## src/rtl/neo_hookean_first_piola_stress_unit_assert.svh

```systemverilog
// Assertion macros shared by the stress unit RTL.
`ifndef NEO_HOOKEAN_FIRST_PIOLA_STRESS_UNIT_ASSERT_SVH
`define NEO_HOOKEAN_FIRST_PIOLA_STRESS_UNIT_ASSERT_SVH

// Next-cycle implication, disabled while reset is high.
`define NHPS_ASSERT_NEXT(label, clk, rst, ante, cons) \
   label: assert property (@(posedge clk) disable iff (rst) (ante) |=> (cons)) \
      else $error("stress unit assertion failed");

// Next-cycle implication that also holds across reset.
`define NHPS_ASSERT_NEXT_ALWAYS(label, clk, ante, cons) \
   label: assert property (@(posedge clk) (ante) |=> (cons)) \
      else $error("stress unit assertion failed");

`endif

```

## src/rtl/nhps_mul.sv

```systemverilog
// Pipelined signed multiplier built from 32 by 32 partial products.
module nhps_mul #(
   parameter int WA = 32,
   parameter int WB = 32
) (
   input  logic                    clock,
   input  logic                    en,
   input  logic signed [WA-1:0]    a,
   input  logic signed [WB-1:0]    b,
   output logic signed [WA+WB-1:0] p
);
   localparam int NA = (WA + 31) / 32;
   localparam int NB = (WB + 31) / 32;
   localparam int WP = 32 * (NA + NB);
   localparam int WO = WA + WB;

   logic [3:0]        sg_ff;
   logic [WA-1:0]     ma_ff;
   logic [WB-1:0]     mb_ff;
   logic [32*NA-1:0]  ma_pad;
   logic [32*NB-1:0]  mb_pad;
   logic [63:0]       pp_in [NA][NB];
   logic [63:0]       pp_ff [NA][NB];
   logic [WP-1:0]     row_in [NA];
   logic [WP-1:0]     row_ff [NA];
   logic [WP-1:0]     tot_in;
   logic [WP-1:0]     tot_ff;
   logic signed [WO-1:0] p_ff;

   assign ma_pad = (32*NA)'(ma_ff);
   assign mb_pad = (32*NB)'(mb_ff);

   always_comb begin
      for (int i = 0; i < NA; i++) begin
         for (int j = 0; j < NB; j++) begin
            pp_in[i][j] = ma_pad[32*i +: 32] * mb_pad[32*j +: 32];
         end
      end
      for (int i = 0; i < NA; i++) begin
         row_in[i] = '0;
         for (int j = 0; j < NB; j++) begin
            row_in[i] = row_in[i] + (WP'(pp_ff[i][j]) << (32*j));
         end
      end
      tot_in = '0;
      for (int i = 0; i < NA; i++) begin
         tot_in = tot_in + (row_ff[i] << (32*i));
      end
   end

   always_ff @(posedge clock) begin
      if (en) begin
         sg_ff <= {sg_ff[2:0], a[WA-1] ^ b[WB-1]};
         ma_ff <= a[WA-1] ? WA'(-a) : WA'(a);
         mb_ff <= b[WB-1] ? WB'(-b) : WB'(b);
         pp_ff <= pp_in;
         row_ff <= row_in;
         tot_ff <= tot_in;
         p_ff <= sg_ff[3] ? -$signed(tot_ff[WO-1:0]) : $signed(tot_ff[WO-1:0]);
      end
   end

   assign p = p_ff;
endmodule

```

## config.mk

```make
export PLATFORM = sky130hd
export DESIGN_NAME = nhps_mul
export DESIGN_NICKNAME = d
export VERILOG_FILES = /design/src/rtl/neo_hookean_first_piola_stress_unit_assert.svh /design/src/rtl/nhps_mul.sv
export SDC_FILE = /design/constraint.sdc
export NUM_CORES = 2
export LEC_CHECK = 0
export ABC_AREA = 1
export BUFFER_PORTS_ARGS = -buffer_cell sky130_fd_sc_hd__buf_4
export CORE_MARGIN = 10
export CORE_UTILIZATION = 30
export DETAILED_ROUTE_END_ITERATION = 8
export GPL_ROUTABILITY_DRIVEN = 0
export GPL_TIMING_DRIVEN = 1
export HOLD_SLACK_MARGIN = 0.15
export PLACE_DENSITY = 0.41
export SLEW_MARGIN = 15
export SYNTH_ARGS = -nofsm -noshare
export SYNTH_HDL_FRONTEND = slang
export SYNTH_SLANG_ARGS = --single-unit
```

## constraint.sdc

```tcl
create_clock -name clock -period 7.55 [get_ports clock]
set_clock_uncertainty 0.15 [all_clocks]
set_input_delay 1.1325 -clock clock [delete_from_list [all_inputs] [get_ports clock]]
set_output_delay 1.1325 -clock clock [all_outputs]
set_load 0.05 [all_outputs]
```

# After elaboration in Yosys (flattened, before gate mapping)
# Index checks and enable logic that the tools add are counted.
# totals
word_cells,17
in_bits,66
ff_bits,324
# classes
add_sub_neg,3
mul,1
bitwise,1
muxes,3
# op_table
cell,count
32-bit by 32-bit multiplier with 64-bit output,1
64-bit two-way mux,1
32-bit negator,2
64-bit negator,1
31-bit two-way mux,2
1-bit XOR,1

# Logic depth before layout (Yosys ltp)
# logic_depth
ltp_word,2
mapped_depth,30
mapped_depth_nobuf,29

# Worst setup path before layout
# OpenSTA, ideal clock, no wires.
# synth_path
path_type,reg-to-reg
startpoint,reg ma_ff[30]
endpoint,"reg pp_ff[61] (netlist name), data pin"
path_buffers,1
setup_slack_ns,1.126
t_arrival_ns,6.021
required_ns,7.148
path_stages_with_launch,27
period_less_slack_ns,6.424
cell_sequence,edfxtp_1 clkbuf_1 nand2_1 fa_1 inv_1 fa_1 fa_1 inv_1 fa_1 inv_1 fa_1 fa_1 fa_1 inv_1 fa_1 inv_1 ha_1 nand2_1 inv_1 a21oi_1 nand2_1 nand2_1 nand2_1 a21oi_1 nand2_1 nand2_1 nand2_1
# synth_lines
item,line,source
start: declaration,nhps_mul.sv:18,logic [WA-1:0] ma_ff;
start signal: assignment,nhps_mul.sv:54,ma_ff <= a[WA-1] ? WA'(-a) : WA'(a);
end signal: assignment,nhps_mul.sv:56,pp_ff <= pp_in;
end: declaration,nhps_mul.sv:23,logic [63:0] pp_ff [NA][NB];

==> impl_metrics.xml <==
<?xml version="1.0" encoding="UTF-8"?>
<metrics>
  <group name="cts">
    <metric name="clock_sink_count" unit="">324</metric>
    <metric name="clk_pin_slew_worst_paths" unit="ns">0.07</metric>
    <metric name="worst_skew_pair.late_latency" unit="ns">0.61</metric>
    <metric name="cts.root.buffer_cell" unit="">clkbuf_16</metric>
    <metric name="holdBufCountCts" unit="">0</metric>
    <metric name="cts.path.max_buffers" unit="">3</metric>
    <metric name="tritoncts" unit="">built</metric>
    <metric name="cts.htree.levels" unit="">2</metric>
    <metric name="cts_buffers" unit="">37</metric>
  </group>
  <group name="drt">
    <metric name="antenna_violating_nets_post_route" unit="">0</metric>
    <metric name="route.detailed.vias_per_inst" unit="">4.34</metric>
    <metric name="first_iter_violations" unit="">1988</metric>
    <metric name="drt_wl_total" unit="mm">150</metric>
    <metric name="per_cell_routed_wire_length" unit="um">17.7</metric>
    <metric name="detailedRoute.firstPassIterationCount" unit="">5</metric>
    <metric name="detail_route.drc_violations" unit="">0</metric>
    <metric name="vias" unit="">36789</metric>
  </group>
  <group name="final_layout">
    <metric name="final.fill_count" unit="">17463</metric>
    <metric name="layout.cells.most_common" unit="">inv_1</metric>
    <metric name="area_delta_synth_final" unit="%">12.4</metric>
    <metric name="drive_gt1_share" unit="%">6.43</metric>
    <metric name="most_frequent_cells_in_the_layout" unit="">inv_1, nand2_1, fa_1</metric>
    <metric name="nNetsFinal" unit="">7483</metric>
  </group>
  <group name="timing">
    <metric name="rsz0062_at_grt" unit="">false</metric>
    <metric name="max_slew_margin" unit="%">27.4</metric>
    <metric name="tightestPinTransition" unit="ns">1.08</metric>
    <metric name="setup_tns" unit="ns">0</metric>
    <metric name="setup-violations-final" unit="">0</metric>
    <metric name="period_share" unit="%">95.1</metric>
    <metric name="slew_viol_final" unit="">0</metric>
    <metric name="min_period" unit="ns">7.18</metric>
    <metric name="timing.fmax" unit="MHz">139</metric>
    <metric name="final-hold-violation-count" unit="">0</metric>
  </group>
  <group name="synthesis">
    <metric name="synth_nets" unit="">7346</metric>
    <metric name="post_synth_main_area_contributors" unit="">fa_1, edfxtp_1, inv_1</metric>
    <metric name="total_of_warnings_raised_by_yosys" unit="">0</metric>
    <metric name="yosys_register_bits" unit="">324</metric>
    <metric name="synthDominantAreaCellType" unit="">fa_1</metric>
    <metric name="ys_seq_area_share" unit="%">19.5</metric>
    <metric name="syn_area_per_cell" unit="um2">8.14</metric>
    <metric name="synth_largest_type_area_fraction" unit="%">36.0</metric>
    <metric name="netlist_area" unit="um2">49800</metric>
    <metric name="netlist-cell-type-count" unit="">39</metric>
    <metric name="netlist_instances" unit="">6118</metric>
  </group>
  <group name="global_route">
    <metric name="globalRoute.totalOverflow" unit="">0</metric>
    <metric name="number_of_global_route_vias_before_repair" unit="">39610</metric>
    <metric name="initial_antenna_violation_count" unit="">2</metric>
    <metric name="wire_length_of_the_first_global_routing_pass" unit="mm">233</metric>
    <metric name="global_route.usage.total" unit="%">16.6</metric>
    <metric name="grt_start_max_net_pins" unit="">125</metric>
  </group>
  <group name="place">
    <metric name="dp.final_hpwl" unit="mm">125</metric>
    <metric name="number_of_i_o_port_buffers" unit="">129</metric>
  </group>
  <group name="worst_hold_path">
    <metric name="hold_class" unit="">register to register</metric>
    <metric name="hold-path-cell-count" unit="">0</metric>
  </group>
  <group name="setup_path">
    <metric name="ff2ff_path_depth" unit="">23</metric>
    <metric name="last_element_of_the_critical_path" unit="">pp_ff[41]</metric>
    <metric name="worst_ep_required_time" unit="ns">7.72</metric>
    <metric name="crit_arrival" unit="ns">7.36</metric>
    <metric name="worst_path_most_repeated_cell" unit="">fa_1</metric>
    <metric name="crit_path_start" unit="">ma_ff[19]</metric>
    <metric name="reg_to_reg_slack_setup" unit="ns">0.37</metric>
    <metric name="slowest_stage_delay_cp" unit="ns">0.60</metric>
    <metric name="worst_setup_path_start_kind" unit="">register</metric>
    <metric name="timing.critical_path.to_type" unit="">register</metric>
    <metric name="cp_slowest_cell" unit="">edfxtp_1</metric>
    <metric name="crit_chain" unit="">buf_4 -&gt; nand2_1 -&gt; inv_1 -&gt; fa_1 -&gt; fa_1 -&gt; fa_1 -&gt; inv_1 -&gt; fa_1 -&gt; inv_1 -&gt; fa_1 -&gt; fa_1 -&gt; fa_1 -&gt; fa_1 -&gt; ha_1 -&gt; nand2_1 -&gt; nor2_1 -&gt; nand2_1 -&gt; nor2_1 -&gt; nand2_1 -&gt; nand3_1 -&gt; nand2_1 -&gt; nand3_1 -&gt; nand2_1</metric>
    <metric name="r2r-start" unit="">ma_ff[19]</metric>
    <metric name="crit-reg2reg-capture" unit="">pp_ff[41]</metric>
    <metric name="timing.setup.critical_path_class" unit="">register to register</metric>
    <metric name="critical_path.max_fanout" unit="">9</metric>
  </group>
  <group name="floorplan">
    <metric name="core_region_area" unit="um2">165000</metric>
    <metric name="die_area" unit="um2">183000</metric>
    <metric name="die-height" unit="um">427</metric>
    <metric name="floorplan.die.width" unit="um">427</metric>
    <metric name="ioPinCount" unit="">130</metric>
    <metric name="fp-row-count" unit="">149</metric>
    <metric name="start_util" unit="%">30.2</metric>
  </group>
  <group name="flow_run">
    <metric name="drv.max_cap_violation_count" unit="">0</metric>
  </group>
  <group name="run_status">
    <metric name="status" unit="">completed</metric>
  </group>
</metrics>
[layout make-up]
type                            count  area [um2]  share of cell area (%)
Antenna cell                        1        2.50                 0.00447
Clock buffer                       42         945                    1.69
Clock inverter                     25         317                   0.566
Inverter                         1869        7020                    12.5
Multi-Input combinational cell   3718       32300                    57.6
Sequential cell                   324        9730                    17.4
Tap cell                         2189        2740                    4.90
Timing Repair Buffer              305        2950                    5.27
[worst min-delay path by stage]
stage	start	slack, ns	end
floorplan	pp_ff[0]	0.25	row_ff[0]
global route	pp_ff[50]	0.26	row_ff[50]
global placement	row_ff[20]	0.25	tot_ff[20]
finish	row_ff[41]	0.26	tot_ff[41]
CTS	row_ff[41]	0.26	tot_ff[41]
detailed placement	pp_ff[5]	0.25	row_ff[5]
[timing repair]
item | 4_1_cts | 5_1_grt
resized for setup | 0 | 1
endpoints found under the setup margin | 0 | 15
buffers inserted | 0 | 15
[state kept, by name (all words and copies together) (netlist names)]
register  flops
mb_ff        32
ma_ff        32
pp_ff        64
p            64
tot_ff       64
sg_ff         4
row_ff       64
[logic make-up after synthesis]
kind of cell,count (synthesis),synth area share (%)
AND/OR/NAND/NOR,2311,18.5
AO/OA/AOI/OAI,122,1.42
XOR/XNOR,123,2.16
adder cells (fa/ha/maj),1162,42.7
buffers and inverters,2076,15.7
flip-flops,324,19.5
[synth_stat cells (all sizes together)]
library cell	instances
clkbuf	199
nand2	1822
o21ai	46
nand3	130
and3	3
fa	896
nand3b	8
and2	2
nor3b	1
nand4	50
a21o	1
nor4	3
o21bai	13
ha	266
nor3	34
or2	1
o211ai	5
xnor2	24
a31oi	3
xor2	99
a21oi	52
clkinv	2
nor2	257
inv	1867
edfxtp	324
o31ai	2
buf	8
[stage by stage]
| stage | instances | utilization, % | cell area, um2 | setup WS, ns | hold WS (ns) |
|---|---|---|---|---|---|
| global placement | 8390 | 33.0 | 54500 | 0.206 | 0.251 |
| finish | 8473 | 33.9 | 55900 | 0.369 | 0.263 |
| detailed placement | 8390 | 33.0 | 54500 | 0.226 | 0.255 |
| global route | 8473 | 33.9 | 55900 | 0.0116 | 0.263 |
| floorplan | 6118 | - | 49800 | 1.13 | 0.250 |
| CTS | 8457 | 33.8 | 55800 | 0.197 | 0.261 |
[critical path, delay by kind of cell (launching register included)]
| family | cells | cell delay, ns |
|---|---|---|
| flops | 1 | 0.60 |
| simple gates | 10 | 1.32 |
| buf+inv | 4 | 0.42 |
| fa+ha+maj | 9 | 4.44 |
[per-layer routing]
| layer | vias to the layer above | GRT usage (%) | part of all wire [%] |
|---|---|---|---|
| li1 | 17640 | - | - |
| met1 | 18232 | 22.2 | 45 |
| met2 | 766 | 28.2 | 47 |
| met5 | - | 0 | 0.0080 |
| met4 | 2 | 3.39 | 2.2 |
| met3 | 149 | 2.69 | 5.1 |
Power is left out: the tool's default activity adds up to more than one toggle a clock period on the data nets, which glitch-free logic cannot reach.
